`config.mk`:
```
export PLATFORM = sky130hd
export DESIGN_NAME = ethernet_frame_receive_filter_top
export DESIGN_NICKNAME = d
export VERILOG_FILES = /design/src/sv/efrf_pkg.sv /design/src/sv/efrf_front.sv /design/src/sv/efrf_fifo.sv /design/src/sv/efrf_back.sv /design/src/sv/ethernet_frame_receive_filter_top.sv
export VERILOG_INCLUDE_DIRS = /design/src /design/src/sv
export SDC_FILE = /design/constraint.sdc
export NUM_CORES = 1
export LEC_CHECK = 0
export ABC_AREA = 0
export BUFFER_PORTS_ARGS = -buffer_cell sky130_fd_sc_hd__buf_2
export CORE_ASPECT_RATIO = 0.75
export CORE_MARGIN = 5
export CORE_UTILIZATION = 65
export CTS_CLUSTER_SIZE = 8
export DETAILED_ROUTE_END_ITERATION = 12
export PLACE_DENSITY = 0.94
export SYNTH_ARGS = -nofsm -noshare
export SYNTH_HDL_FRONTEND = slang
export SYNTH_SLANG_ARGS = --single-unit
```
`constraint.sdc`:
```
create_clock -name clk_i -period 7.76 [get_ports clk_i]
set_input_delay 1.552 -clock clk_i [delete_from_list [all_inputs] [get_ports clk_i]]
set_output_delay 1.552 -clock clk_i [all_outputs]
set_load 0.03 [all_outputs]
```
`src/sv/ethernet_frame_receive_filter_top_defines.svh`:
```
`ifndef ETHERNET_FRAME_RECEIVE_FILTER_TOP_DEFINES_SVH
`define ETHERNET_FRAME_RECEIVE_FILTER_TOP_DEFINES_SVH

// Same-cycle implication, clocked on clk_i, off while in reset.
`define EFRF_ASSERT_IMPL(lbl, ante, cons) \
  lbl: assert property (@(posedge clk_i) disable iff (!rst_ni) (ante) |-> (cons)) \
    else $error("efrf assertion failed");

// Next-cycle implication.
`define EFRF_ASSERT_NEXT(lbl, ante, cons) \
  lbl: assert property (@(posedge clk_i) disable iff (!rst_ni) (ante) |=> (cons)) \
    else $error("efrf assertion failed");

`endif

```
`src/sv/efrf_pkg.sv`:
```
package efrf_pkg;

  localparam int unsigned HEADER_BYTES  = 14;
  localparam int unsigned POSITION_BITS = 16;
  localparam int unsigned FIFO_DEPTH    = 2;

  localparam logic [31:0] CRC_POLY = 32'hEDB88320;
  localparam logic [31:0] CRC_ONES = 32'hFFFFFFFF;
  localparam logic [7:0]  BYTE_ONES = 8'hFF;

  typedef enum logic [1:0] {
    VERDICT_ACCEPT = 2'd0,
    VERDICT_ADDR   = 2'd1,
    VERDICT_CRC    = 2'd2,
    VERDICT_SHORT  = 2'd3
  } verdict_e;

  // Per-byte record from front to back.
  typedef struct packed {
    logic [7:0] data;
    logic       last;
    logic       crc_en;     // byte leaving the tail window lies past the header
    logic       short_frm;  // valid with last
    logic       bcast;      // valid with last
    logic       local_hit;  // valid with last
  } byte_rec_t;

  typedef struct packed {
    logic full;
    logic empty;
  } fifo_stat_t;

  function automatic logic [31:0] crc_byte(input logic [31:0] crc_in, input logic [7:0] b);
    logic [31:0] c;
    c = crc_in ^ {24'd0, b};
    for (int k = 0; k < 8; k++) begin
      c = c[0] ? ((c >> 1) ^ CRC_POLY) : (c >> 1);
    end
    return c;
  endfunction

endpackage

```
`src/sv/efrf_front.sv`:
```
module efrf_front (
  input  logic                clk_i,
  input  logic                rst_ni,
  input  logic [47:0]         station_address_i,
  input  logic                push_i,
  input  logic [7:0]          frame_byte_i,
  input  logic                end_of_frame_i,
  output efrf_pkg::byte_rec_t rec_o
);
  import efrf_pkg::*;

  localparam logic [POSITION_BITS-1:0] POS_MAX  = '1;
  localparam logic [POSITION_BITS-1:0] POS_CRC  = POSITION_BITS'(HEADER_BYTES + 4);
  localparam logic [POSITION_BITS-1:0] POS_LAST = POSITION_BITS'(HEADER_BYTES + 3);
  localparam logic [POSITION_BITS-1:0] POS_DEST = POSITION_BITS'(6);
  localparam logic [POSITION_BITS-1:0] POS_FULL = POSITION_BITS'(5);

  logic [POSITION_BITS-1:0] pos_q, pos_d;
  logic bcast_q, bcast_d, local_q, local_d;
  logic in_dest;
  logic [7:0] mine;

  assign in_dest = pos_q < POS_DEST;

  always_comb begin
    case (pos_q[2:0])
      3'd0:    mine = station_address_i[47:40];
      3'd1:    mine = station_address_i[39:32];
      3'd2:    mine = station_address_i[31:24];
      3'd3:    mine = station_address_i[23:16];
      3'd4:    mine = station_address_i[15:8];
      default: mine = station_address_i[7:0];
    endcase
  end

  always_comb begin
    bcast_d = bcast_q;
    local_d = local_q;
    if (in_dest) begin
      if (frame_byte_i != BYTE_ONES) bcast_d = 1'b0;
      if (frame_byte_i != mine)      local_d = 1'b0;
    end
    rec_o.data      = frame_byte_i;
    rec_o.last      = end_of_frame_i;
    rec_o.crc_en    = pos_q >= POS_CRC;
    rec_o.short_frm = pos_q < POS_LAST;
    rec_o.bcast     = bcast_d && (pos_q >= POS_FULL);
    rec_o.local_hit = local_d && (pos_q >= POS_FULL);
    pos_d = (pos_q != POS_MAX) ? pos_q + 1'b1 : pos_q;
  end

  always_ff @(posedge clk_i or negedge rst_ni) begin
    if (!rst_ni) begin
      pos_q   <= '0;
      bcast_q <= 1'b1;
      local_q <= 1'b1;
    end else if (push_i) begin
      if (end_of_frame_i) begin
        pos_q   <= '0;
        bcast_q <= 1'b1;
        local_q <= 1'b1;
      end else begin
        pos_q   <= pos_d;
        bcast_q <= bcast_d;
        local_q <= local_d;
      end
    end
  end

endmodule

```
`src/sv/efrf_fifo.sv`:
```
module efrf_fifo (
  input  logic                 clk_i,
  input  logic                 rst_ni,
  input  logic                 push_i,
  input  efrf_pkg::byte_rec_t  wdata_i,
  input  logic                 pop_i,
  output efrf_pkg::byte_rec_t  rdata_o,
  output efrf_pkg::fifo_stat_t stat_o
);
  import efrf_pkg::*;

  localparam int unsigned PTR_BITS = $clog2(FIFO_DEPTH);
  localparam logic [PTR_BITS:0] CNT_FULL = (PTR_BITS+1)'(FIFO_DEPTH);
  localparam logic [PTR_BITS-1:0] PTR_LAST = PTR_BITS'(FIFO_DEPTH - 1);

  byte_rec_t slot_q [FIFO_DEPTH];
  logic [PTR_BITS-1:0] wr_q, rd_q;
  logic [PTR_BITS:0]   cnt_q;

  assign stat_o.full  = cnt_q == CNT_FULL;
  assign stat_o.empty = cnt_q == '0;
  assign rdata_o      = slot_q[rd_q];

  always_ff @(posedge clk_i) begin
    if (push_i) slot_q[wr_q] <= wdata_i;
  end

  always_ff @(posedge clk_i or negedge rst_ni) begin
    if (!rst_ni) begin
      wr_q  <= '0;
      rd_q  <= '0;
      cnt_q <= '0;
    end else begin
      if (push_i) wr_q <= (wr_q == PTR_LAST) ? '0 : wr_q + 1'b1;
      if (pop_i)  rd_q <= (rd_q == PTR_LAST) ? '0 : rd_q + 1'b1;
      case ({push_i, pop_i})
        2'b10:   cnt_q <= cnt_q + 1'b1;
        2'b01:   cnt_q <= cnt_q - 1'b1;
        default: cnt_q <= cnt_q;
      endcase
    end
  end

endmodule

```
`src/sv/efrf_back.sv`:
```
module efrf_back (
  input  logic                clk_i,
  input  logic                rst_ni,
  input  logic                rec_valid_i,
  input  efrf_pkg::byte_rec_t rec_i,
  output logic                rec_ready_o,
  output logic                out_valid_o,
  input  logic                out_ready_i,
  output logic [7:0]          out_data_o
);
  import efrf_pkg::*;

  logic [7:0]  tail_q [4];
  logic [31:0] crc_q, crc_d;
  logic [31:0] got;
  logic        take, out_valid_q;
  logic [7:0]  out_data_q;
  verdict_e    verdict;

  assign rec_ready_o = !rec_i.last || !out_valid_q || out_ready_i;
  assign take        = rec_valid_i && rec_ready_o;
  assign out_valid_o = out_valid_q;
  assign out_data_o  = out_data_q;

  assign crc_d = rec_i.crc_en ? crc_byte(crc_q, tail_q[0]) : crc_q;
  assign got   = {rec_i.data, tail_q[3], tail_q[2], tail_q[1]};

  always_comb begin
    if (rec_i.short_frm)                         verdict = VERDICT_SHORT;
    else if (!rec_i.bcast && !rec_i.local_hit)   verdict = VERDICT_ADDR;
    else if (got != (crc_d ^ CRC_ONES))          verdict = VERDICT_CRC;
    else                                         verdict = VERDICT_ACCEPT;
  end

  always_ff @(posedge clk_i) begin
    if (take && rec_i.last) begin
      out_data_q <= {4'd0, rec_i.bcast, verdict, verdict == VERDICT_ACCEPT};
    end
  end

  always_ff @(posedge clk_i or negedge rst_ni) begin
    if (!rst_ni) begin
      out_valid_q <= 1'b0;
      crc_q       <= CRC_ONES;
      for (int i = 0; i < 4; i++) tail_q[i] <= '0;
    end else begin
      if (take && rec_i.last)     out_valid_q <= 1'b1;
      else if (out_ready_i)       out_valid_q <= 1'b0;
      if (take) begin
        if (rec_i.last) begin
          crc_q <= CRC_ONES;
          for (int i = 0; i < 4; i++) tail_q[i] <= '0;
        end else begin
          crc_q     <= crc_d;
          tail_q[0] <= tail_q[1];
          tail_q[1] <= tail_q[2];
          tail_q[2] <= tail_q[3];
          tail_q[3] <= rec_i.data;
        end
      end
    end
  end

endmodule

```
`src/sv/ethernet_frame_receive_filter_top.sv`:
```
// Channel  | Dir | Handshake                    | Payload
// s_axis   | in  | s_axis_tvalid/s_axis_tready  | tdata[7:0] frame byte, tlast end of frame
// m_axis   | out | m_axis_tvalid/m_axis_tready  | tdata: accepted, verdict[1:0], was_broadcast
// cfg      | in  | cfg_valid_i/cfg_ready_o      | cfg_data_i: 48-bit station address
//
// One byte per cycle sustained unless the queue fills. The front stage classifies
// each byte against its frame position and the destination address, then writes
// a record into a two-entry queue; the back stage runs the tail window and byte-wide
// CRC. m_axis_tvalid is registered, set when the back stage takes the last byte.
// Reset (async, active low) clears the frame state, queue and station address.
// A stalled output only blocks the back stage at a frame end; bytes keep
// flowing in until the queue fills.
`include "ethernet_frame_receive_filter_top_defines.svh"

module ethernet_frame_receive_filter_top (
  input  logic        clk_i,
  input  logic        rst_ni,
  // slave stream
  input  logic        s_axis_tvalid,
  output logic        s_axis_tready,
  input  logic [7:0]  s_axis_tdata,   // [7:0] frame_byte
  input  logic        s_axis_tlast,   // end_of_frame
  // master stream
  output logic        m_axis_tvalid,
  input  logic        m_axis_tready,
  output logic [7:0]  m_axis_tdata,   // [0] accepted, [2:1] verdict, [3] was_broadcast, [7:4] zero
  // config write
  input  logic        cfg_valid_i,
  output logic        cfg_ready_o,
  input  logic [47:0] cfg_data_i      // station_address
);
  import efrf_pkg::*;

  logic [47:0] station_q;
  logic        push, pop;
  byte_rec_t   front_rec, back_rec;
  fifo_stat_t  fifo_stat;
  logic        back_ready;

  // Config is taken in any cycle.
  assign cfg_ready_o = 1'b1;

  always_ff @(posedge clk_i or negedge rst_ni) begin
    if (!rst_ni)          station_q <= '0;
    else if (cfg_valid_i) station_q <= cfg_data_i;
  end

  assign s_axis_tready = !fifo_stat.full;
  assign push          = s_axis_tvalid && s_axis_tready;
  assign pop           = !fifo_stat.empty && back_ready;

  efrf_front u_front (
    .clk_i,
    .rst_ni,
    .station_address_i (station_q),
    .push_i            (push),
    .frame_byte_i      (s_axis_tdata),
    .end_of_frame_i    (s_axis_tlast),
    .rec_o             (front_rec)
  );

  efrf_fifo u_fifo (
    .clk_i,
    .rst_ni,
    .push_i  (push),
    .wdata_i (front_rec),
    .pop_i   (pop),
    .rdata_o (back_rec),
    .stat_o  (fifo_stat)
  );

  efrf_back u_back (
    .clk_i,
    .rst_ni,
    .rec_valid_i (!fifo_stat.empty),
    .rec_i       (back_rec),
    .rec_ready_o (back_ready),
    .out_valid_o (m_axis_tvalid),
    .out_ready_i (m_axis_tready),
    .out_data_o  (m_axis_tdata)
  );

  // accepted flag must agree with the verdict code
  `EFRF_ASSERT_IMPL(a_accept_match, m_axis_tvalid,
                    m_axis_tdata[0] == (m_axis_tdata[2:1] == VERDICT_ACCEPT))
  // queue cannot be full and empty at once
  `EFRF_ASSERT_IMPL(a_fifo_stat, 1'b1, !(fifo_stat.full && fifo_stat.empty))
  // an input transfer into an empty queue leaves it non-empty
  `EFRF_ASSERT_NEXT(a_fifo_fill, push && fifo_stat.empty, !fifo_stat.empty)
  // short frames are never accepted
  `EFRF_ASSERT_IMPL(a_short_reject, m_axis_tvalid && m_axis_tdata[2:1] == VERDICT_SHORT,
                    !m_axis_tdata[0])

endmodule
```
# Word-level counts from Yosys, hierarchy flattened
# Memory sizes are Yosys's and may differ from the RTL's.
# Cells that the tools add are included.
# W data, S select, Z words.
[word_totals] regBits=139 n_memories=1 mem_bits_ro=0 input_bits=62 output_inout_bits=11 elab_cells=96 ram_bits=26 latch_bits=0
[op_classes] n_mux=30 n_div=0 n_lt_le_gt_ge=4 n_reduce_logical=21 n_shift=0 add_sub_neg=5 n_eq_ne=11 multipliers=0 n_bitwise=10
[mem_list] name="u_fifo.slot_q" words=2 word_bits=13 rd=1 rd_clocked_by_memory_dff=0 write_ports=1 line_no="efrf_fifo.sv:16" text="byte_rec_t slot_q [FIFO_DEPTH];"
[ops] op="$mux W32" count=11
[ops] op="$not A13 Y14" count=8
[ops] op="$pmux W8 S5" count=1
[ops] op="$mux W16" count=2
[ops] op="$ne A32 B32 Y1" count=1
[ops] op="$not A32 Y32" count=1
[ops] op="$xor A32 B8 Y32" count=1
[ops] op="$add A16 B1 Y16 const B" count=1
[ops] op="$ge A16 B3 Y1 const B" count=1
[ops] op="$ge A16 B5 Y1 const B" count=1
[ops] op="$lt A16 B3 Y1 const B" count=1
[ops] op="$lt A16 B5 Y1 const B" count=1
[ops] op="$ne A16 B16 Y1 const B" count=1
[ops] op="$mux W1" count=12
[ops] op="$ne A8 B8 Y1" count=1
[ops] op="$ne A8 B8 Y1 const B" count=1
[ops] op="$eq A3 B2 Y1 const B" count=2
[ops] op="$logic_and A1 B1 Y1" count=6
[ops] op="$logic_not A1 Y1" count=6
[ops] op="$mux W2" count=3
[ops] op="$reduce_bool A2 Y1" count=3
[ops] op="$eq A2 B2 Y1 const B" count=2
[ops] op="$logic_not A2 Y1" count=2
[ops] op="$pmux W2 S2" count=1
[ops] op="other kinds (9)" count=11

# Logic depth before layout (Yosys ltp)
# Gate-level depths: netlist (run 1).
[depth] depth_word=24 depth_mapped=13 mapped_depth_nobuf=10

# Modules after synthesis
# A second synthesis (run 1) with hierarchy kept.
[unflattened] hier_cells=780 area_unflattened_um2=9485.3
[modules_own_cells] module="efrf_back" area_each_um2=4783.3 seq_area_each_um2=1786.7 instances=1 cells_per_inst=403
[modules_own_cells] module="ethernet_frame_receive_filter_top" area_each_um2=1891.8 seq_area_each_um2=1201.2 instances=1 cells_per_inst=107
[modules_own_cells] module="efrf_front" area_each_um2=1685.4 seq_area_each_um2=452.9 instances=1 cells_per_inst=214
[modules_own_cells] module="efrf_fifo" area_each_um2=1124.8 seq_area_each_um2=880.8 instances=1 cells_per_inst=56

# Worst setup path before layout (run 1)
# Ideal clock, no wire load.
[synth_path] path_kind="input-to-reg" startpoint="in s_axis_tvalid" endpoint="reg u_front.pos_q[13]" path_buffers=0 required_time_ps=7682 path_stages=6 setup_time_ps=78 path_slack_ps=4624 arrival_ps=3058 path_cell_list="nand2_1 o21bai_1 nor4_1 nand4_1 or3_1 a21oi_1"
[synth_via] elab_chain_cells=2
[synth_lines] item="from (decl)" line_no="ethernet_frame_receive_filter_top.sv:19" text="input logic s_axis_tvalid,"
[synth_lines] item="$logic_and A1 B1 Y1" line_no="ethernet_frame_receive_filter_top.sv:49" text="assign push = s_axis_tvalid && s_axis_tready;"
[synth_lines] item="$reduce_and A2 Y1 (no source line)"
[synth_lines] item="to (signal assigned)" line_no="efrf_front.sv:63" text="pos_q <= pos_d;"
[synth_lines] item="to (decl)" line_no="efrf_front.sv:18" text="logic [POSITION_BITS-1:0] pos_q, pos_d;"
# Every way passes these cells.
# A chain may end at the register's enable or synchronous reset.

# Worst setup path in the final report (run 1)
[layout_path] startpoint="reg u_fifo.rd_q" endpoint="reg u_back.out_data_q[2], in the netlist u_back.out_data_o[2], data pin"
[layout_via] elab_chain_cells=7 word_cells_on_any_way=10 classes_between="1 x eq/ne; 4 x mux; 1 x bitwise; 3 x reduce/logical; 1 x memory"
[layout_lines] item="from (decl)" line_no="efrf_fifo.sv:17" text="logic [PTR_BITS-1:0] wr_q, rd_q;"
[layout_lines] item="from (signal assigned)" line_no="efrf_fifo.sv:35" text="if (pop_i) rd_q <= (rd_q == PTR_LAST) ? '0 : rd_q + 1'b1;"
[layout_lines] item="$mem_v2 Z2 W13 (*)"
[layout_lines] item="$mux W32" line_no="efrf_back.sv:25" text="assign crc_d = rec_i.crc_en ? crc_byte(crc_q, tail_q[0]) : crc_q;"
[layout_lines] item="$not A32 Y32 (no source line)"
[layout_lines] item="$ne A32 B32 Y1" line_no="efrf_back.sv:31" text="else if (got != (crc_d ^ CRC_ONES)) verdict = VERDICT_CRC;"
[layout_lines] item="$mux W2" line_no="efrf_back.sv:31"
[layout_lines] item="$mux W2" line_no="efrf_back.sv:30" text="else if (!rec_i.bcast && !rec_i.local_hit) verdict = VERDICT_ADDR;"
[layout_lines] item="$mux W2 (*)" line_no="efrf_back.sv:29" text="if (rec_i.short_frm) verdict = VERDICT_SHORT;"
[layout_lines] item="named net u_back.verdict[1]" line_no="efrf_back.sv:18" text="verdict_e verdict;"
[layout_lines] item="to (signal assigned)" line_no="efrf_back.sv:37" text="out_data_q <= {4'd0, rec_i.bcast, verdict, verdict == VERDICT_ACCEPT};"
[layout_lines] item="to (decl)" line_no="efrf_back.sv:17" text="logic [7:0] out_data_q;"
# Mark *: on every way through the listed nets, which the timed path passes. The rest lies on a longest branch.

==> impl_metrics.toml, run 1 <==
[worst_setup_path]
cp_max_fo = 24
arrival_ps = 3880
crit_path_start = "u_fifo.rd_q"
worstReg2RegStart = "u_fifo.rd_q"
reg2reg_depth = 9
reg2reg_slack_ps = 4050
start_kind = "flop"
timing.rr.end = "u_back.out_data_o[2]"
path_class = "reg -> reg"
worstPathRequired_ps = 7930
cp-end-kind = "flop"
cp-endpoint = "u_back.out_data_o[2]"

[grt]
grt_overflow = 0
antenna_found_initial = 1
grt_usage_pct = 28.96
grt_max_degree = 70
grt_pass1_vias = 6662
grt_first_pass_wirelength_um = 36860

[clocking]
clk_path_buf_depth = 2
htree_levels = 4
post_cts_resized = 0
cts_hold_buf = 0
cts_tree = "built"
numClockSinks = 165
post_cts_buffers = 0
clk_latency_ps = 440
clkTransAtPathRegs_ps = 70
cts_root_buffer = "clkbuf_16"
cts_buffers = 17

[timing]
grt_setup_unrepaired = "no"
finalSetupTns_ps = 0
tightest_slew_ps = 1197
finClkSkew_ps = 10.37
fin_hold_ws_ps = 504.7
fmax_mhz = 269.8
maxSlewHeadroom_pct = 19.90
fin_crit_sh_pct = 47.76
hold_violations = 0
period_needed_ps = 3706
drv_slew = 0
setup_violations = 0

[detailed_routing]
drt_pass1_iterations = 5
route.vias.total = 6691
drc_errors = 0
via_per_inst = 6.599
wirelength_um = 23040
routedWlPerCell_um = 22.72
ant_nets = 0
drt_first_iter_violations = 892

[yosys]
synth_top_area_cell = "dfrtp_1"
yosys_warnings = 0
ys.flop_type = "dfrtp_1"
synth_area_leaders = "dfrtp_1 (28%), edfxtp_1 (9.9%), dfstp_2 (9.8%)"
synth_edf_count = 30
synth-simple-area-share_pct = 9.620
ys_seq_elements = 165
yosysMostFrequentCell = "dfrtp_1"
syn_inst = 768
netlist.area_leader.share_pct = 27.80
ys_types = 67
synth_commonest_cells = "dfrtp_1 (101), nor2_1 (60), xnor2_1 (58), mux2_2 (53), a21oi_1 (48)"
synthAdderAreaFrac_pct = 0.9634
synth-compound-area-share_pct = 12.37
synth_top_family_by_area = "XOR/XNOR gates"
synth.avg_cell_area_um2 = 11.84
netlist_area_um2 = 9091
synth-xor-area-share_pct = 17.77
yosys-mux-area-fraction_pct = 9.221
ys_seq_area_share_pct = 47.54
async_flop_share_pct = 81.82

[outcome]
status = "completed"

[power_and_ir_drop]
total_leakage_power_uw = 0.004289
power_density_nw_per_um2 = 528.6
peakVddDrop_mv = 0.2895

[placed_design]
hpwl_um = 16000
portBuffers = 67
gp_congestion = 0.9795

[cells_and_area]
area_growth_pct = 11.77
nets = 894
drive_gt1_share_pct = 26.01
fillers = 858

[min_path]
hold_class = "reg -> reg"

[run]
max-cap-violations = 0

[floorplanning]
die_area_um2 = 16480
ios = 73
core_um2 = 13700
start_util_pct = 66.34
die_y_um = 112.4
rows = 37
die_x_um = 146.6
cells in the final DEF (no fill, tap or decap), types with 5 or more instances in the layout:
cell type	synthesis	routed
or3_1	7	7
xnor2_2	9	9
a21oi_1	48	47
nor3_1	6	6
mux2i_1	23	22
nand3b_1	7	7
buf_2	3	66
mux2_2	53	53
o21ai_1	6	6
clkbuf_16	0	17
a22o_1	23	23
nand3_1	15	15
and3_1	5	5
buf_4	6	10
dfrtp_1	101	101
o211ai_1	5	5
xor2_1	25	25
conb_1	2	5
o22a_1	10	10
ha_1	7	7
o2111ai_1	8	8
a22oi_1	10	10
dfstp_2	34	34
xnor2_1	58	58
clkinv_4	0	5
inv_1	11	11
nand2b_1	11	11
xnor2_4	5	5
xnor3_1	24	24
edfxtp_1	30	30
nand4_1	10	10
o21ai_0	27	27
nor2_1	60	60
nand2_1	33	33
how the worst min path moves through the flow:
stage                       to             from  slack (ps)  cells past startpoint
5_1_grt        u_front.bcast_q  u_front.bcast_q         520                      2
2_1_floorplan  u_front.bcast_q  u_front.bcast_q         460                      2
4_1_cts        u_front.bcast_q  u_front.bcast_q         500                      2
6_report       u_front.bcast_q  u_front.bcast_q         500                      2
3_3_place_gp   u_front.bcast_q  u_front.bcast_q         470                      2
3_5_place_dp   u_front.bcast_q  u_front.bcast_q         490                      2
logic make-up (layout without fill, tap and decap cells):
group                    after synthesis  after routing
multiplexers                          77             77
buffers and inverters                 52            119
other                                  2              6
AO/OA/AOI/OAI                        166            166
AND/OR/NAND/NOR                      175            175
XOR/XNOR                             124            124
adder cells (fa/ha/maj)                7              7
flip-flops                           165            165
per-stage QoR:
stage	cells	utilization [%]	instance area [um^2]	setup WS, ps	power, uW
CTS	1013	74.13	10160	4140	5299
global placement	981	69.77	9560	4243	4313
floorplan	771	-	9102	4624	3671
detailed placement	981	69.77	9560	4147	4389
finish	1014	74.15	10160	4054	5371
global route	1014	74.15	10160	3905	5622
critical path, stage by stage (launching register included):
cell	delay, ps
dfrtp_1	580
buf_4	320
mux2_2	580
mux2_1	400
and2_1	160
a2111oi_0	470
nand4_1	150
or4_1	440
nor4b_2	240
o21ai_1	100
power breakdown:
part / switching (uW) / internal, uW / total, uW
clock network: 378 / 483 / 861
registers: 258 / 1140 / 1400
logic: 1680 / 1420 / 3110
total: 2320 / 3050 / 5370
cell type report:
class,instances,area [um^2],share of cell area [%]
inverters,11,41.29,0.4064
multi-input cells,554,4573,45.01
clock inverters,15,172.7,1.699
well taps,175,219.0,2.155
diodes,1,2.502,0.02463
repair buffers,76,405.4,3.990
flip-flops and latches,165,4322,42.53
clock buffers,17,425.4,4.187
registers in the layout, summed over array words and instances (netlist names):
signal and flops:
u_back.out_valid_o 1, u_fifo.cnt_q 2, u_back.crc_q 32, u_fifo.wr_q 1, u_front.local_q 1, u_fifo.rd_q 1
u_back.out_data_o 4, u_back.tail_q 8, u_front.pos_q 16, u_back.got 24, u_fifo.slot_q 26, u_front.bcast_q 1
station_q 48
routing by layer:
metal / global-route usage [%] / share of wire [%] / up-vias
li1: - / - / 2916
met1: 40.82 / 41 / 3360
met2: 43.28 / 47 / 369
met3: 9.403 / 11 / 46
met4: 8.897 / 1.8 / 0
met5: 0 / 0 / -
No activity file was read; power rests on OpenSTA's default activity.
==> run 2: changes to the inputs <==
- CORE_UTILIZATION: 65 -> 61
- PLACE_DENSITY: 0.94 -> 0.89
- clock period: 7.76 -> 3.7 ns (I/O delays scaled with it)
==> impl_metrics.toml, run 2 (same netlist as run 1, synthesis figures left out) <==
[grt]
grt_first_pass_wirelength_um = 38050
antenna_found_initial = 0
grt_usage_pct = 29.05
grt_max_degree = 76
grt_overflow = 0
grt_pass1_vias = 6713

[worst_setup_path]
critPathMaxStageDelay_ps = 620
crit_buf_inv = 1
reg2reg_slack_ps = 370
cpMaxStageDelayCell = "or4_1"
cp-end-kind = "flop"
cp_max_fo = 10
worstPathRequired_ps = 3980
arrival_ps = 3610
path_class = "reg -> reg"
start_kind = "flop"
critical_path.top_delay_family = "simple AND/OR/NAND/NOR gates"
path_cells = "ha_1 -> ha_1 -> nor2_1 -> o21ai_1 -> buf_4 -> mux2i_1 -> xor2_1 -> nand4_1 -> or4_1 -> a21bo_1 -> nor2_1"

[detailed_routing]
ant_nets = 0
drt_pass1_iterations = 6
drc_errors = 0
drt_first_iter_violations = 859
route.vias.total = 6660
via_per_inst = 6.301
routedWlPerCell_um = 22.63
wirelength_um = 23920

[cells_and_area]
mostFrequentLayoutCells = "dfrtp_1 (101), buf_2 (66), nor2_1 (60), xnor2_1 (58), mux2_2 (53)"
regArea_um2 = 4322
largest_reg_flops = 48
top_regs = "station_q (48), u_back.crc_q (32), u_fifo.slot_q (26)"
final_common_cell = "dfrtp_1"
nets = 913
top_register = "station_q"
diodes = 0
fillers = 1007
area_growth_pct = 13.53
fin_area_um2 = 10320
fin_util_pct = 70.94
final_cells = 1057
multi_input_area_um2 = 4581
drive_gt1_share_pct = 27.65

[floorplanning]
die_x_um = 151.0
die_area_um2 = 17470
die_y_um = 115.7
start_util_pct = 62.49
rows = 38
ios = 73
core_um2 = 14550

[timing]
hold_violations = 0
fin_crit_sh_pct = 90.00
maxSlewHeadroom_pct = 30.06
period_needed_ps = 3330
grt_setup_unrepaired = "no"
drv_slew = 0
tightest_slew_ps = 1049
finalSetupTns_ps = 0
fmax_mhz = 300.3
finClkSkew_ps = 9.541
setup_violations = 0

[run]
max-cap-violations = 0

[placed_design]
portBuffers = 67
place_area_um2 = 9758
dp_cells = 1025
gp_congestion = 1.004
hpwl_um = 17050

[power_and_ir_drop]
peakVddDrop_mv = 0.5761
finalPower_uw = 11460
power_density_nw_per_um2 = 1110
total_leakage_power_uw = 0.004369

[clocking]
post_cts_resized = 0
cts_tree = "built"
clk_path_buf_depth = 2
post_cts_buffers = 0
cts_root_buffer = "clkbuf_16"
clkTransAtPathRegs_ps = 70
clk_latency_ps = 440
cts_buffers = 17
numClockSinks = 165
htree_levels = 4
cts_hold_buf = 0

[min_path]
hold_class = "in -> async"

[outcome]
status = "completed"
-- run 2: cell count changes in the layout (fill, tap and decap cells not counted) --
cell,previous run,this run
diode_2,1,0
clkinv_2,2,1
inv_6,0,4
buf_6,0,1
inv_8,4,3
buf_12,0,1
bufinv_16,2,0
a21oi_4,0,1
clkinv_8,0,1
a21oi_2,1,0
buf_4,10,27
clkinvlp_4,1,2
clkinv_4,5,3
-- run 2: routing by layer --
layer	vias up	track usage, %	share of wire (%)
met4	0	8.756	1.5
met5	-	0	0
li1	2946	-	-
met2	363	42.66	45
met3	30	10.01	11
met1	3321	41.28	42
-- run 2: path summary, 6_finish.rpt --
kind | startpoint | to | depth (start not counted)
setup / recovery | u_front.pos_q[1] | u_fifo.slot_q[1][0] | 11
hold / removal | rst_ni | station_q[26] | 1
setup reg to reg | u_front.pos_q[1] | u_fifo.slot_q[1][0] | 11
hold reg to reg | u_fifo.wr_q | u_fifo.wr_q | 1
max in group asynchronous | rst_ni | u_back.crc_q[28] | 2
min in group clk_i | u_fifo.wr_q | u_fifo.wr_q | 1
-- run 2: final cells by class --
type | count | share of cell area [%]
flip-flops and latches | 165 | 41.87
well taps | 200 | 2.425
repair buffers | 95 | 5.467
clock inverters | 15 | 1.334
inverters | 11 | 0.4001
multi-input cells | 554 | 44.38
clock buffers | 17 | 4.122
-- run 2: power by group --
part	switching [uW]	internal, uW	leakage, uW
sequential	530	2400	0.00190
combinational	3670	3150	0.00220
clock	817	887	0.000274
-- run 2: stage by stage --
step           hold WS [ps]  setup WS [ps]
2_1_floorplan         444.4          571.5
3_3_place_gp          467.2          501.1
3_5_place_dp          488.9          402.6
4_1_cts               333.0          390.5
5_1_grt               371.3          202.9
6_report              289.5          370.1
